## src/design/irfe_pkg.sv

```systemverilog
// Shared constants, types and kind lookup functions for the IMU report frame encoder.
package irfe_pkg;

  localparam int VALUE_FRAC_BITS_DEF = 16;

  localparam int IN_W    = 32;
  localparam int Q_W     = 16;
  localparam int MUL_W   = 21;
  localparam int DIV_W   = 13;
  localparam int P_W     = IN_W + MUL_W;
  localparam int PLO_W   = DIV_W + Q_W - 1;
  localparam int RECIP_SHIFT = PLO_W;
  localparam int RECIP_W = 26;
  localparam int TMUL_W  = 12;
  localparam int TP_W    = IN_W + TMUL_W;
  localparam int TOFS_W  = 17;
  localparam int FRAME_LEN = 11;
  localparam int IDX_W   = 4;

  localparam logic [1:0] KIND_ACCEL = 2'd0;
  localparam logic [1:0] KIND_RATE  = 2'd1;
  localparam logic [1:0] KIND_ANGLE = 2'd2;
  localparam logic [1:0] KIND_NONE  = 2'd3;

  localparam logic [7:0] SYNC_BYTE = 8'h55;
  localparam logic [7:0] ID_ACCEL  = 8'h51;
  localparam logic [7:0] ID_RATE   = 8'h52;
  localparam logic [7:0] ID_ANGLE  = 8'h53;

  // Scale factors reduced to lowest terms: accel 32767*1e5/(16*979135) = 1321250/6317
  localparam int ACCEL_MUL_I = 1321250;
  localparam int ACCEL_DIV_I = 6317;
  localparam int RATE_MUL_I  = 32767;
  localparam int RATE_DIV_I  = 2000;
  localparam int ANGLE_MUL_I = 32767;
  localparam int ANGLE_DIV_I = 180;
  // (t*34000 - 1242020*S) / (100*S) reduced by 20
  localparam int TEMP_MUL_I  = 1700;
  localparam int TEMP_OFS_I  = 62101;
  localparam int TEMP_DIV_I  = 5;

  localparam logic [RECIP_W-1:0] RECIP_ACCEL =
    RECIP_W'((longint'(1) << RECIP_SHIFT) / ACCEL_DIV_I);
  localparam logic [RECIP_W-1:0] RECIP_RATE  =
    RECIP_W'((longint'(1) << RECIP_SHIFT) / RATE_DIV_I);
  localparam logic [RECIP_W-1:0] RECIP_ANGLE =
    RECIP_W'((longint'(1) << RECIP_SHIFT) / ANGLE_DIV_I);
  localparam logic [RECIP_W-1:0] RECIP_TEMP  =
    RECIP_W'((longint'(1) << RECIP_SHIFT) / TEMP_DIV_I);

  localparam logic [DIV_W-1:0] TEMP_DIV = DIV_W'(TEMP_DIV_I);
  localparam logic signed [TMUL_W-1:0] TEMP_MUL = TMUL_W'(TEMP_MUL_I);
  localparam logic [TOFS_W-1:0] TEMP_OFS = TOFS_W'(TEMP_OFS_I);

  typedef struct packed {
    logic s1;
    logic s2;
    logic s3;
    logic s4;
  } stage_en_t;

  function automatic logic [MUL_W-1:0] kind_mul(input logic [1:0] kind);
    case (kind)
      KIND_ACCEL: kind_mul = MUL_W'(ACCEL_MUL_I);
      KIND_RATE:  kind_mul = MUL_W'(RATE_MUL_I);
      KIND_ANGLE: kind_mul = MUL_W'(ANGLE_MUL_I);
      default:    kind_mul = '0;
    endcase
  endfunction

  function automatic logic [DIV_W-1:0] kind_div(input logic [1:0] kind);
    case (kind)
      KIND_ACCEL: kind_div = DIV_W'(ACCEL_DIV_I);
      KIND_RATE:  kind_div = DIV_W'(RATE_DIV_I);
      KIND_ANGLE: kind_div = DIV_W'(ANGLE_DIV_I);
      default:    kind_div = DIV_W'(1);
    endcase
  endfunction

  function automatic logic [RECIP_W-1:0] kind_recip(input logic [1:0] kind);
    case (kind)
      KIND_ACCEL: kind_recip = RECIP_ACCEL;
      KIND_RATE:  kind_recip = RECIP_RATE;
      KIND_ANGLE: kind_recip = RECIP_ANGLE;
      default:    kind_recip = '0;
    endcase
  endfunction

  function automatic logic [7:0] kind_id(input logic [1:0] kind);
    case (kind)
      KIND_ACCEL: kind_id = ID_ACCEL;
      KIND_RATE:  kind_id = ID_RATE;
      KIND_ANGLE: kind_id = ID_ANGLE;
      default:    kind_id = 8'h00;
    endcase
  endfunction

endpackage

```

## src/design/irfe_temp_front.sv

```systemverilog
// Temperature lane front: t*1700 - 62101*2^F, then sign/magnitude with fraction drop.
module irfe_temp_front #(
  parameter int VALUE_FRAC_BITS = irfe_pkg::VALUE_FRAC_BITS_DEF
) (
  input  logic                             clk,
  input  irfe_pkg::stage_en_t              en,
  input  logic signed [irfe_pkg::IN_W-1:0] value_i,
  output logic                             neg_o,
  output logic [irfe_pkg::P_W-1:0]         p_o
);
  import irfe_pkg::*;

  localparam int OFS_W  = TOFS_W + VALUE_FRAC_BITS;
  localparam int TEMP_W = ((TP_W > OFS_W) ? TP_W : OFS_W) + 1;

  logic signed [TP_W-1:0]   tprod1_r;
  logic signed [TP_W-1:0]   tprod1_nxt;
  logic signed [TEMP_W-1:0] ofs;
  logic signed [TEMP_W-1:0] num;
  logic [TEMP_W-1:0]        mag;
  logic                     neg2_r;
  logic [P_W-1:0]           p2_r;

  assign tprod1_nxt = TP_W'(value_i) * TP_W'(TEMP_MUL);
  assign ofs        = $signed(TEMP_W'(TEMP_OFS) << VALUE_FRAC_BITS);
  assign num        = TEMP_W'(tprod1_r) - ofs;
  assign mag        = num[TEMP_W-1] ? (~num + TEMP_W'(1)) : num;

  always_ff @(posedge clk) begin
    if (en.s1) begin
      tprod1_r <= tprod1_nxt;
    end
    if (en.s2) begin
      neg2_r <= num[TEMP_W-1];
      p2_r   <= P_W'(mag >> VALUE_FRAC_BITS);
    end
  end

  assign neg_o = neg2_r;
  assign p_o   = p2_r;
endmodule

```

## config.mk

```make
export PLATFORM = sky130hd
export DESIGN_NAME = irfe_temp_front
export DESIGN_NICKNAME = d
export VERILOG_FILES = /design/src/design/irfe_pkg.sv /design/src/design/irfe_temp_front.sv
export SDC_FILE = /design/constraint.sdc
export NUM_CORES = 1
export LEC_CHECK = 0
export BUFFER_PORTS_ARGS = -buffer_cell sky130_fd_sc_hd__buf_2
export CAP_MARGIN = 20
export CORE_MARGIN = 2
export CORE_UTILIZATION = 53
export DETAILED_ROUTE_END_ITERATION = 8
export GPL_ROUTABILITY_DRIVEN = 0
export HOLD_SLACK_MARGIN = 0.15
export PLACE_DENSITY_LB_ADDON = 0.15
export SETUP_SLACK_MARGIN = 0.2
export SYNTH_ARGS = -nofsm -noshare
export SYNTH_HDL_FRONTEND = slang
export SYNTH_SLANG_ARGS = --single-unit
```

## constraint.sdc

```tcl
create_clock -name clk -period 6.48 [get_ports clk]
set_input_delay 0.648 -clock clk [delete_from_list [all_inputs] [get_ports clk]]
set_output_delay 0.648 -clock clk [all_outputs]
set_load 0.02 [all_outputs]
```

* Yosys cells after proc, flatten, opt, wreduce, memory -nomap -nowiden
Cells that the tools add are included.
W data, S select, Z words.
** Storage, ports and cells
- Register bits :: 72
- Input bits :: 37
- Output and inout bits :: 54
- Logic and storage cells :: 9
** Cells by class
- $add $sub $neg :: 2
- Multipliers :: 1
- Multiplexer cells :: 1
- Bitwise logic cells :: 1
** Operator list (count)
- $add A45 B2 Y45 const B :: 1
- $not A45 Y45 :: 1
- $sub A44 B33 Y45 const B :: 1
- $mux W44 :: 1
- $mul A32 B10 Y42 const B :: 1

* Depth between registers and ports, before layout
Gate-level depths: netlist (run 1).
- Word-level depth :: 4
- Mapped depth :: 20

* Least setup slack after synthesis (run 1)
Ideal clock, no wire load.
- Kind :: input to register
- From :: in value_i[1] (netlist name)
- To :: reg tprod1_r[42], data pin
- Library setup time :: 0.258 ns
- Arrival time :: 5.006 ns
- Data required time :: 6.222 ns
- Path slack :: 1.216 ns
- Stages on the path :: 17
- Path buffers :: 0
- Cell sequence :: ha_1 > fa_1 > inv_1 > fa_1 > inv_1 > ha_1 > fa_1 > ha_1 > nor3_1 > nor2_1 > a41oi_1 > or4_4 > a211oi_4 > a2111oi_1 > o21bai_1 > a21oi_1 > xnor2_1
** Between the ends
- Longest elaborated chain between the ends :: 1
** Ends and longest elaborated chain
- start, declared :: RTL line irfe_temp_front.sv:7 : input logic signed [irfe_pkg::IN_W-1:0] value_i,
- $mul A32 B10 Y42 :: RTL line irfe_temp_front.sv:24 : assign tprod1_nxt = TP_W'(value_i) * TP_W'(TEMP_MUL);
- named net tprod1_nxt[42] :: RTL line irfe_temp_front.sv:17 : logic signed [TP_W-1:0] tprod1_nxt;
- end signal, assigned :: RTL line irfe_temp_front.sv:31 : tprod1_r <= tprod1_nxt;
- end, declared :: RTL line irfe_temp_front.sv:16 : logic signed [TP_W-1:0] tprod1_r;
The timed path passes the listed nets, and every way through them passes these cells.
A chain may end at the register's enable or synchronous reset.

* Final worst setup path (run 1)
Same ends and word-level chain as after synthesis.

==> metrics.txt, run 1 <==
# TYPE chip_impl_metric gauge
chip_impl_metric{name="intPower",unit="mW"} 2.77
chip_impl_metric{name="post-place-cells",unit=""} 1183
chip_impl_metric{name="slew-limit-headroom",unit=""} 0.427
chip_impl_metric{name="drc_errors",unit=""} 0
chip_impl_metric{name="num_vias",unit=""} 6094
chip_impl_metric{name="worstPathArrival",unit="ns"} 5.54
chip_impl_metric{name="via_per_inst",unit=""} 5.10
chip_impl_metric{name="skew",unit="ns"} 0.00445
chip_impl_metric{name="layout_min_cycle_time",unit="ns"} 5.47
chip_impl_info{name="rsz0062_at_grt",value="no"} 1
chip_impl_metric{name="final_cell_count_no_fill",unit=""} 1196
chip_impl_metric{name="first_global_vias",unit=""} 5855
chip_impl_metric{name="synth.ff_latch_count",unit=""} 72
chip_impl_metric{name="synthesis.yosys.warnings",unit=""} 0
chip_impl_metric{name="cts-root-to-sink-buffers",unit=""} 2
chip_impl_metric{name="leakage",unit="nW"} 4.49
chip_impl_metric{name="coreArea",unit="µm²"} 16700
chip_impl_info{name="start_kind",value="input port"} 1
chip_impl_info{name="ff_to_ff_start",value="tprod1_r[16]"} 1
chip_impl_metric{name="worst_skew_pair_latency",unit="ns"} 0.33
chip_impl_metric{name="fin_crit_sh",unit=""} 0.843
chip_impl_metric{name="global_route.overflow_total",unit=""} 0
chip_impl_metric{name="synth_largest_type_area_fraction",unit=""} 0.238
chip_impl_info{name="path_class",value="input port to register"} 1
chip_impl_info{name="worstReg2RegEnd",value="p_o[4]"} 1
chip_impl_metric{name="routed_wirelength",unit="mm"} 15.0
chip_impl_info{name="path_cells",value="buf_2 -> ha_1 -> fa_1 -> inv_1 -> fa_1 -> inv_1 -> ha_1 -> fa_1 -> ha_1 -> nor3_1 -> nor2_1 -> a41oi_1 -> or4_4 -> a211oi_4 -> a2111oi_1 -> o21bai_1 -> a21oi_1 -> xnor2_1"} 1
chip_impl_metric{name="yosys-mux-area-fraction",unit=""} 0.00344
chip_impl_metric{name="r2r.worst_path.cells",unit=""} 9
chip_impl_metric{name="clock_sink_count",unit=""} 72
chip_impl_metric{name="portBuffers",unit=""} 64
chip_impl_info{name="run_status",value="finished clean"} 1
chip_impl_info{name="worst_hold_startpoint",value="value_i[0]"} 1
chip_impl_metric{name="floorplan.initialDensity",unit=""} 0.545
chip_impl_metric{name="power.clock.fraction",unit=""} 0.078
chip_impl_metric{name="synth-adder-area-share",unit=""} 0.362
chip_impl_metric{name="synth.yosys.seq_area_share",unit=""} 0.238
chip_impl_metric{name="timing.critical_path.required",unit="ns"} 6.56
chip_impl_metric{name="num_rows",unit=""} 47
chip_impl_metric{name="htree_num_levels",unit=""} 3
chip_impl_metric{name="detail_route.wl_per_cell",unit="µm"} 12.5
chip_impl_metric{name="synth-edff-count",unit=""} 72
chip_impl_metric{name="worstMarginPinSlew",unit="ns"} 0.859
chip_impl_info{name="synth_ff_type",value="edfxtp_1"} 1
chip_impl_metric{name="worst-r2r-setup-slack",unit="ns"} 3.22
chip_impl_metric{name="die_x",unit="µm"} 135
chip_impl_metric{name="ioPinCount",unit=""} 91
chip_impl_metric{name="max_freq",unit="GHz"} 0.183
chip_impl_info{name="setup.worst_path.start",value="value_i[1]"} 1
chip_impl_metric{name="hold-path-cell-count",unit=""} 1
chip_impl_info{name="synth_top_cell_by_area",value="edfxtp_1"} 1
chip_impl_metric{name="finalHoldWorstSlack",unit="ns"} 0.568
chip_impl_metric{name="post_cts_hold_buffer_count",unit=""} 0
chip_impl_metric{name="yosys.area_share.xor_xnor",unit=""} 0.0924
chip_impl_metric{name="final_net_count",unit=""} 1219
chip_impl_info{name="clk_root_buffer_cell",value="clkbuf_16"} 1
chip_impl_metric{name="post_synth_inst_count",unit=""} 917
chip_impl_metric{name="antenna_found_initial",unit=""} 0
chip_impl_metric{name="first_pass_iters",unit=""} 4
chip_impl_metric{name="grt.total_usage",unit=""} 0.176
chip_impl_metric{name="finalHoldViolations",unit=""} 0
chip_impl_metric{name="fraction_of_the_mapped_netlist_area_in_compound_gates",unit=""} 0.114
chip_impl_metric{name="clk_pin_slew",unit="ns"} 0.05
chip_impl_metric{name="worst_slack",unit="ns"} 1.01
chip_impl_metric{name="synth_simple_gate_area_share",unit=""} 0.0972
chip_impl_metric{name="switching_share",unit=""} 0.462
chip_impl_info{name="worst_hold_path.endpoint",value="tprod1_r[2]"} 1
chip_impl_metric{name="synth_area",unit="µm²"} 9100
chip_impl_info{name="tritoncts",value="built"} 1
chip_impl_metric{name="detail-route-antenna-nets",unit=""} 0
chip_impl_metric{name="diodes",unit=""} 0
chip_impl_metric{name="synthToLayoutAreaGrowth",unit="%"} 7.33
chip_impl_metric{name="cp_max_fo",unit=""} 6
chip_impl_metric{name="synth.lib_cells_used.distinct",unit=""} 65
chip_impl_metric{name="syn-mean-instance-area",unit="µm²"} 9.93
chip_impl_metric{name="share_comb_of_total_power",unit=""} 0.697
chip_impl_metric{name="final.setup.tns",unit="ns"} 0
chip_impl_metric{name="die_h",unit="µm"} 135
chip_impl_info{name="crit_slowest_cell",value="or4_4"} 1
chip_impl_info{name="worst_hold_path_type",value="input port to register"} 1
chip_impl_metric{name="critPathMaxStageDelay",unit="ns"} 0.64
chip_impl_metric{name="place_ws",unit="ns"} 0.634
chip_impl_metric{name="p_sw",unit="mW"} 2.38
chip_impl_info{name="synth_top_cells_by_count",value="inv_1, ha_1, fa_1"} 1
chip_impl_metric{name="worst_ir_drop_vdd",unit="mV"} 0.213
chip_impl_metric{name="dieArea",unit="µm²"} 18200
chip_impl_metric{name="seqPwrFrac",unit=""} 0.225
chip_impl_metric{name="finalMaxSlewViolations",unit=""} 0
chip_impl_info{name="crit_path_end_kind",value="register"} 1
chip_impl_metric{name="max_capacitance_violation_count",unit=""} 0
chip_impl_metric{name="grt_max_degree",unit=""} 43
chip_impl_metric{name="hpwl",unit="mm"} 13.0
chip_impl_metric{name="cts_setup_buffers",unit=""} 0
chip_impl_metric{name="cts_resized",unit=""} 0
chip_impl_info{name="largest_family_of_logic_cells_by_synthesized_area",value="adder cells"} 1
chip_impl_metric{name="cts_buffers",unit=""} 9
chip_impl_info{name="ys_top_cells_by_area",value="edfxtp_1, fa_1, ha_1"} 1
chip_impl_metric{name="drt_iter0_drc",unit=""} 271
chip_impl_metric{name="power.density",unit="nW/µm²"} 528
chip_impl_metric{name="ratio_of_cells_with_drive_above_1_in_the_final_layout",unit=""} 0.0963
chip_impl_metric{name="ys_async_sr_fraction",unit=""} 0
chip_impl_metric{name="setup_viol",unit=""} 0
chip_impl_metric{name="first_pass_grt_wire_length",unit="mm"} 26.6
chip_impl_info{name="synth.most_common_cell",value="inv_1"} 1
[final cells by class]
class,instances,area [µm²]
Clock buffer,10,229
Timing Repair Buffer,64,320
Tap cell,220,275
Sequential cell,72,2160
Fill cell,1547,6930
Clock inverter,3,12.5
Inverter,157,589
Multi-Input combinational cell,670,6180
[power groups by stage]
stage	sequential, mW	combinational, mW	clock (mW)
2_1_floorplan	1.21	2.85	0
3_3_place_gp	1.16	3.58	0
3_5_place_dp	1.17	3.61	0
4_1_cts	1.16	3.63	0.414
5_1_grt	1.19	4.13	0.433
6_report	1.16	3.60	0.402
[layer usage]
| layer | GRT usage | share of wire |
|---|---|---|
| met5 | 0 | 0 |
| met4 | 0.0556 | 0.011 |
| met3 | 0.0161 | 0.034 |
| met2 | 0.264 | 0.42 |
| met1 | 0.272 | 0.53 |
[worst max-delay path, delay by kind of cell]
family                   cells  cell delay, ns
AO/OA/AOI/OAI                5            1.05
XOR/XNOR                     1            0.12
adder cells (fa/ha/maj)      6            2.44
buffers and inverters        3            0.23
AND/OR/NAND/NOR              3            1.03
[metrics by stage]
| step | util | power [mW] | cell area, µm² |
|---|---|---|---|
| floorplan | - | 4.06 | 9190 |
| global placement | 0.570 | 4.74 | 9530 |
| detailed placement | 0.570 | 4.78 | 9530 |
| CTS | 0.585 | 5.21 | 9770 |
| global route | 0.585 | 5.75 | 9770 |
| finish | 0.585 | 5.16 | 9770 |
[placed cells by master (no fill, tap or decap), drive strengths merged, types with 8 or more instances in the layout]
master,count
xor2,33
nand3,13
conb,25
o21ai,34
inv,157
clkbuf,10
fa,92
a21oi,54
buf,64
nor4,9
ha,116
nor3,13
nor2,49
a21o,12
edfxtp,72
a31oi,8
nand2,53
xnor2,63
[sequential cells by signal (all words and copies together), names as in the netlist]
name and cells:
p_o 29, tprod1_r 42, neg_o 1
[worst max-delay path by stage]
| stage | to | slack (ns) |
|---|---|---|
| 6_report | tprod1_r[42] | 1.01 |
| 5_1_grt | tprod1_r[42] | 0.73 |
| 4_1_cts | tprod1_r[42] | 1.0 |
| 3_5_place_dp | tprod1_r[42] | 0.63 |
| 3_3_place_gp | tprod1_r[42] | 0.70 |
| 2_1_floorplan | tprod1_r[42] | 1.22 |
[cells by family after synthesis]
group                    Yosys count
other                              1
AO/OA/AOI/OAI                    158
AND/OR/NAND/NOR                  180
adder cells (fa/ha/maj)          208
multiplexers                       3
XOR/XNOR                          96
flip-flops                        72
buffers and inverters            199
Power figures use the tool's default switching activity.
==> inputs of run 2 (changes only) <==
Clock period 6.48 ns to 5.7 ns, I/O delays scaled along.
==> run 2 against run 1 <==
Critical path depth is the same; critical path type unchanged; count of clock-buffer cells in the layout is the same; final cell count grew 0.75%; largest power group unchanged; global-route usage grew 0.18 points; first-iteration DRC count shrank 3.3%.
==> metrics.txt, run 2 (synthesis results as in run 1) <==
# TYPE chip_impl_metric gauge
chip_impl_metric{name="leakage",unit="nW"} 4.53
chip_impl_info{name="start_kind",value="input port"} 1
chip_impl_metric{name="clk_pin_slew",unit="ns"} 0.05
chip_impl_metric{name="clock_sink_count",unit=""} 72
chip_impl_metric{name="routed_wirelength",unit="mm"} 15.3
chip_impl_metric{name="first_global_vias",unit=""} 5904
chip_impl_metric{name="cp_max_fo",unit=""} 5
chip_impl_metric{name="place_ws",unit="ns"} 0.104
chip_impl_metric{name="final.setup.tns",unit="ns"} 0
chip_impl_metric{name="first_pass_grt_wire_length",unit="mm"} 26.6
chip_impl_metric{name="place_area",unit="µm²"} 9580
chip_impl_metric{name="utilization",unit=""} 0.589
chip_impl_metric{name="global_route.overflow_total",unit=""} 0
chip_impl_metric{name="power",unit="mW"} 5.97
chip_impl_info{name="crit_path_end_kind",value="register"} 1
chip_impl_metric{name="die_h",unit="µm"} 135
chip_impl_metric{name="drt_iter0_drc",unit=""} 262
chip_impl_info{name="tritoncts",value="built"} 1
chip_impl_metric{name="coreArea",unit="µm²"} 16700
chip_impl_metric{name="portBuffers",unit=""} 64
chip_impl_info{name="clk_root_buffer_cell",value="clkbuf_16"} 1
chip_impl_metric{name="floorplan.initialDensity",unit=""} 0.545
chip_impl_info{name="reg_with_most_ffs",value="tprod1_r"} 1
chip_impl_metric{name="worstMarginPinSlew",unit="ns"} 0.884
chip_impl_metric{name="grt.total_usage",unit=""} 0.178
chip_impl_metric{name="worst_skew_pair_latency",unit="ns"} 0.33
chip_impl_metric{name="detail_route.wl_per_cell",unit="µm"} 12.7
chip_impl_metric{name="ioPinCount",unit=""} 91
chip_impl_metric{name="num_vias",unit=""} 6126
chip_impl_metric{name="detail-route-antenna-nets",unit=""} 0
chip_impl_info{name="rsz0062_at_grt",value="no"} 1
chip_impl_info{name="run_status",value="finished clean"} 1
chip_impl_metric{name="cts_setup_buffers",unit=""} 0
chip_impl_metric{name="finalMaxSlewViolations",unit=""} 0
chip_impl_metric{name="skew",unit="ns"} 0.00449
chip_impl_metric{name="die_x",unit="µm"} 135
chip_impl_metric{name="final_cell_area",unit="µm²"} 9840
chip_impl_metric{name="diodes",unit=""} 0
chip_impl_metric{name="power.density",unit="nW/µm²"} 606
chip_impl_metric{name="layout_min_cycle_time",unit="ns"} 5.22
chip_impl_metric{name="cts-root-to-sink-buffers",unit=""} 2
chip_impl_info{name="path_class",value="input port to register"} 1
chip_impl_metric{name="worst_slack",unit="ns"} 0.479
chip_impl_metric{name="flip_flop_count_of_the_largest_register_all_copies_and_words_added",unit=""} 42
chip_impl_info{name="leading_cell_type_in_the_layout_fill_and_taps_excluded",value="inv_1"} 1
chip_impl_metric{name="via_per_inst",unit=""} 5.08
chip_impl_metric{name="grt_max_degree",unit=""} 43
chip_impl_metric{name="slew-limit-headroom",unit=""} 0.411
chip_impl_metric{name="worstPathArrival",unit="ns"} 5.30
chip_impl_metric{name="synthToLayoutAreaGrowth",unit="%"} 8.12
chip_impl_metric{name="dieArea",unit="µm²"} 18200
chip_impl_metric{name="ratio_of_cells_with_drive_above_1_in_the_final_layout",unit=""} 0.106
chip_impl_metric{name="setup_viol",unit=""} 0
chip_impl_metric{name="max_freq",unit="GHz"} 0.192
chip_impl_metric{name="antenna_found_initial",unit=""} 0
chip_impl_metric{name="max_capacitance_violation_count",unit=""} 0
chip_impl_metric{name="final_net_count",unit=""} 1226
chip_impl_info{name="layout_common_cells",value="inv_1, ha_1, fa_1"} 1
chip_impl_metric{name="cts_buffers",unit=""} 9
chip_impl_metric{name="drc_errors",unit=""} 0
chip_impl_metric{name="hpwl",unit="mm"} 13.2
chip_impl_metric{name="finalHoldViolations",unit=""} 0
chip_impl_info{name="worst_hold_path_type",value="input port to register"} 1
chip_impl_metric{name="htree_num_levels",unit=""} 3
chip_impl_metric{name="first_pass_iters",unit=""} 5
chip_impl_metric{name="fin_crit_sh",unit=""} 0.916
chip_impl_metric{name="worst_ir_drop_vdd",unit="mV"} 0.254
chip_impl_metric{name="num_rows",unit=""} 47
chip_impl_metric{name="timing.critical_path.required",unit="ns"} 5.78
[run 2: cell types whose count changed in the layout (fill, tap and decap cells not counted), sizes merged]
cell | before | now
buf | 64 | 71
clkinv | 3 | 4
clkinvlp | 0 | 1
[run 2: area by class of cell]
type,instances,area (µm²)
Clock buffer,10,229
Tap cell,220,275
Timing Repair Buffer,71,373
Inverter,157,589
Sequential cell,72,2160
Multi-Input combinational cell,670,6190
Fill cell,1480,6860
Clock inverter,5,25.0
[run 2: timing repair]
| action | 4_1_cts | 5_1_grt |
|---|---|---|
| setup endpoints to repair | 0 | 1 |
| hold buffers | 0 | 0 |
| gates resized for setup | 0 | 1 |
[run 2: worst paths after layout]
check / start / endpoint / slack [ns] / depth (start not counted)
max: value_i[5] / tprod1_r[31] / 0.48 / 18
min: value_i[0] / tprod1_r[2] / 0.48 / 1
max reg2reg: tprod1_r[16] / p_o[4] / 2.38 / 9
min reg2reg: tprod1_r[43] / p_o[27] / 0.65 / 2
[run 2: through the flow]
| step | std cells | hold slack [ns] |
|---|---|---|
| after floorplan | 941 | 0.609 |
| after global placement | 1190 | 0.656 |
| after detailed placement | 1190 | 0.657 |
| after CTS | 1205 | 0.468 |
| after global routing | 1205 | 0.483 |
| final | 1205 | 0.482 |
[run 2: power breakdown]
group / leakage [nW] / internal (mW) / switching (mW)
Clock: 0.123 / 0.286 / 0.186
Sequential: 0.705 / 1.12 / 0.203
Combinational: 3.70 / 1.80 / 2.38
Total: 4.53 / 3.20 / 2.77
[run 2: per-layer routing]
layer / track usage / wire length, µm
met2: 0.271 / 6450
met3: 0.0154 / 464
met1: 0.271 / 8140
met4: 0.0556 / 198
met5: 0 / 0
[run 2: critical path, stage by stage]
cell and delay [ns]:
buf_2 0.15, ha_1 0.32, fa_1 0.53, fa_1 0.42, ha_1 0.29, inv_1 0.05, fa_1 0.51, inv_1 0.04
ha_1 0.36, a41oi_2 0.25, o21ai_0 0.16, a32o_1 0.25, or3b_2 0.49, a31oi_1 0.26, o21ai_0 0.18, a21o_1 0.20
a21oi_1 0.17, xnor2_1 0.08
==> inputs of run 3 (changes only) <==
Settings changed: CORE_MARGIN 2 to 3, RECOVER_POWER set to 50.
==> run 3 against run 2 <==
The run now ends with max-capacitance violations, max-slew violations left; final cell count rose by 0.25%; utilization grew 0.28 points; clock skew up 0.0022 ns; setup slack improved by 0.023 ns; largest power group unchanged.
==> metrics.txt, run 3 (synthesis results as in run 1) <==
# TYPE chip_impl_metric gauge
chip_impl_metric{name="final_net_count",unit=""} 1228
chip_impl_info{name="tritoncts",value="built"} 1
chip_impl_metric{name="cts_setup_buffers",unit=""} 0
chip_impl_info{name="reg_with_most_ffs",value="tprod1_r"} 1
chip_impl_metric{name="flip_flop_count_of_the_largest_register_all_copies_and_words_added",unit=""} 42
chip_impl_metric{name="layout_min_cycle_time",unit="ns"} 5.20
chip_impl_metric{name="clk_pin_slew",unit="ns"} 0.06
chip_impl_metric{name="final.setup.tns",unit="ns"} 0
chip_impl_metric{name="coreArea",unit="µm²"} 16700
chip_impl_metric{name="global_route.overflow_total",unit=""} 0
chip_impl_info{name="start_kind",value="input port"} 1
chip_impl_metric{name="seqPwrFrac",unit=""} 0.217
chip_impl_metric{name="via_per_inst",unit=""} 5.06
chip_impl_metric{name="worstMarginPinSlew",unit="ns"} 2.05
chip_impl_metric{name="drt_iter0_drc",unit=""} 309
chip_impl_metric{name="max_freq",unit="GHz"} 0.192
chip_impl_metric{name="hpwl",unit="mm"} 13.3
chip_impl_metric{name="worst_slack",unit="ns"} 0.502
chip_impl_metric{name="ioPinCount",unit=""} 91
chip_impl_metric{name="grt_max_degree",unit=""} 43
chip_impl_metric{name="dieArea",unit="µm²"} 18800
chip_impl_metric{name="power",unit="mW"} 6.06
chip_impl_metric{name="cts_resized",unit=""} 0
chip_impl_metric{name="cp_max_fo",unit=""} 5
chip_impl_info{name="rsz0062_at_grt",value="no"} 1
chip_impl_metric{name="die_h",unit="µm"} 137
chip_impl_metric{name="detail_route.wl_per_cell",unit="µm"} 12.7
chip_impl_metric{name="floorplan.initialDensity",unit=""} 0.545
chip_impl_metric{name="timing.critical_path.required",unit="ns"} 5.78
chip_impl_metric{name="cts-root-to-sink-buffers",unit=""} 2
chip_impl_metric{name="finalHoldWorstSlack",unit="ns"} 0.555
chip_impl_metric{name="multi_input_area",unit="µm²"} 6180
chip_impl_metric{name="first_pass_grt_wire_length",unit="mm"} 26.1
chip_impl_info{name="clk_root_buffer_cell",value="clkbuf_16"} 1
chip_impl_metric{name="setup_viol",unit=""} 0
chip_impl_metric{name="p_sw",unit="mW"} 2.77
chip_impl_metric{name="slew-limit-headroom",unit=""} -0.370
chip_impl_metric{name="post_cts_hold_buffer_count",unit=""} 0
chip_impl_metric{name="antenna_found_initial",unit=""} 0
chip_impl_metric{name="fin_crit_sh",unit=""} 0.912
chip_impl_info{name="crit_path_end_kind",value="register"} 1
chip_impl_metric{name="htree_num_levels",unit=""} 3
chip_impl_metric{name="portBuffers",unit=""} 64
chip_impl_metric{name="die_x",unit="µm"} 137
chip_impl_metric{name="grt.total_usage",unit=""} 0.170
chip_impl_metric{name="cts_buffers",unit=""} 9
chip_impl_metric{name="power.density",unit="nW/µm²"} 613
chip_impl_metric{name="worst_ir_drop_vdd",unit="mV"} 0.285
chip_impl_metric{name="clock_sink_count",unit=""} 72
chip_impl_metric{name="leakage",unit="nW"} 4.53
chip_impl_info{name="path_class",value="input port to register"} 1
chip_impl_metric{name="first_global_vias",unit=""} 5642
chip_impl_info{name="failed_checks",value="max-capacitance violations, max-slew violations"} 1
chip_impl_metric{name="fillerInstances",unit=""} 1482
chip_impl_info{name="run_status",value="finished, violations left"} 1
chip_impl_metric{name="intPower",unit="mW"} 3.29
chip_impl_metric{name="sequential_cell_area",unit="µm²"} 2160
chip_impl_metric{name="routed_wirelength",unit="mm"} 15.3
chip_impl_metric{name="switching_share",unit=""} 0.457
chip_impl_metric{name="first_pass_iters",unit=""} 4
chip_impl_metric{name="finalMaxSlewViolations",unit=""} 43
chip_impl_info{name="leading_cell_type_in_the_layout_fill_and_taps_excluded",value="inv_1"} 1
chip_impl_metric{name="num_rows",unit=""} 47
chip_impl_metric{name="drc_errors",unit=""} 0
chip_impl_metric{name="worst_skew_pair_latency",unit="ns"} 0.33
chip_impl_metric{name="skew",unit="ns"} 0.00670
chip_impl_metric{name="detail-route-antenna-nets",unit=""} 0
chip_impl_metric{name="synthToLayoutAreaGrowth",unit="%"} 8.65
chip_impl_metric{name="share_comb_of_total_power",unit=""} 0.688
chip_impl_metric{name="worstPathArrival",unit="ns"} 5.28
chip_impl_metric{name="power.clock.fraction",unit=""} 0.095
chip_impl_info{name="layout_common_cells",value="inv_1, ha_1, fa_1"} 1
chip_impl_metric{name="diodes",unit=""} 0
chip_impl_metric{name="num_vias",unit=""} 6111
chip_impl_info{name="worst_hold_path_type",value="input port to register"} 1
chip_impl_metric{name="finalHoldViolations",unit=""} 0
chip_impl_metric{name="max_capacitance_violation_count",unit=""} 1
chip_impl_metric{name="place_ws",unit="ns"} 0.158
chip_impl_metric{name="ratio_of_cells_with_drive_above_1_in_the_final_layout",unit=""} 0.0941
==> run 3: worst paths after layout <==
path / start / endpoint / slack (ns) / cells after the start
max: value_i[5] / tprod1_r[31] / 0.50 / 18
min: value_i[0] / tprod1_r[2] / 0.55 / 1
max reg2reg: tprod1_r[16] / p_o[4] / 2.35 / 9
min reg2reg: tprod1_r[43] / p_o[27] / 0.67 / 2
==> run 3: cell type report <==
cell class                 instances  share of cell area
tap                              220              0.0278
timing repair buffer              73              0.0375
inverter                         157              0.0596
clock buffer                       9              0.0228
clock inverter                     7             0.00873
sequential                        72               0.219
multi-input combinational        670               0.625
==> run 3: power groups by stage <==
stage / Sequential [mW] / Clock [mW] / Combinational, mW
2_1_floorplan: 1.38 / 0 / 3.24
3_3_place_gp: 1.32 / 0 / 4.14
3_5_place_dp: 1.32 / 0 / 4.18
4_1_cts: 1.31 / 0.588 / 4.21
5_1_grt: 1.36 / 0.614 / 4.75
6_report: 1.32 / 0.575 / 4.17
==> run 3: worst max-delay path, cell delays in order <==
cell and delay, ns:
buf_2 0.15, ha_1 0.32, fa_1 0.54, fa_1 0.42, ha_1 0.29, inv_1 0.05
fa_1 0.49, inv_1 0.04, ha_1 0.35, a41oi_1 0.27, o21ai_0 0.16, a32o_1 0.26
or3b_2 0.49, a31oi_1 0.26, o21ai_0 0.17, a21o_1 0.20, a21oi_1 0.17, xnor2_1 0.08
==> run 3: through the flow <==
step	instance area, µm²	utilization	std cells
2_1_floorplan	9190	-	941
3_3_place_gp	9590	0.574	1192
3_5_place_dp	9590	0.574	1192
4_1_cts	9910	0.593	1208
5_1_grt	9890	0.592	1208
6_report	9890	0.592	1208
==> run 3: per-layer routing <==
metal / routed length [µm] / part of all wire / track usage / up-vias
met3: 497 / 0.032 / 0.0158 / 13
met1: 8210 / 0.54 / 0.272 / 2807
met5: 0 / 0 / 0 / -
li1: - / - / - / 3184
met2: 6390 / 0.42 / 0.245 / 107
met4: 196 / 0.013 / 0.0499 / 0
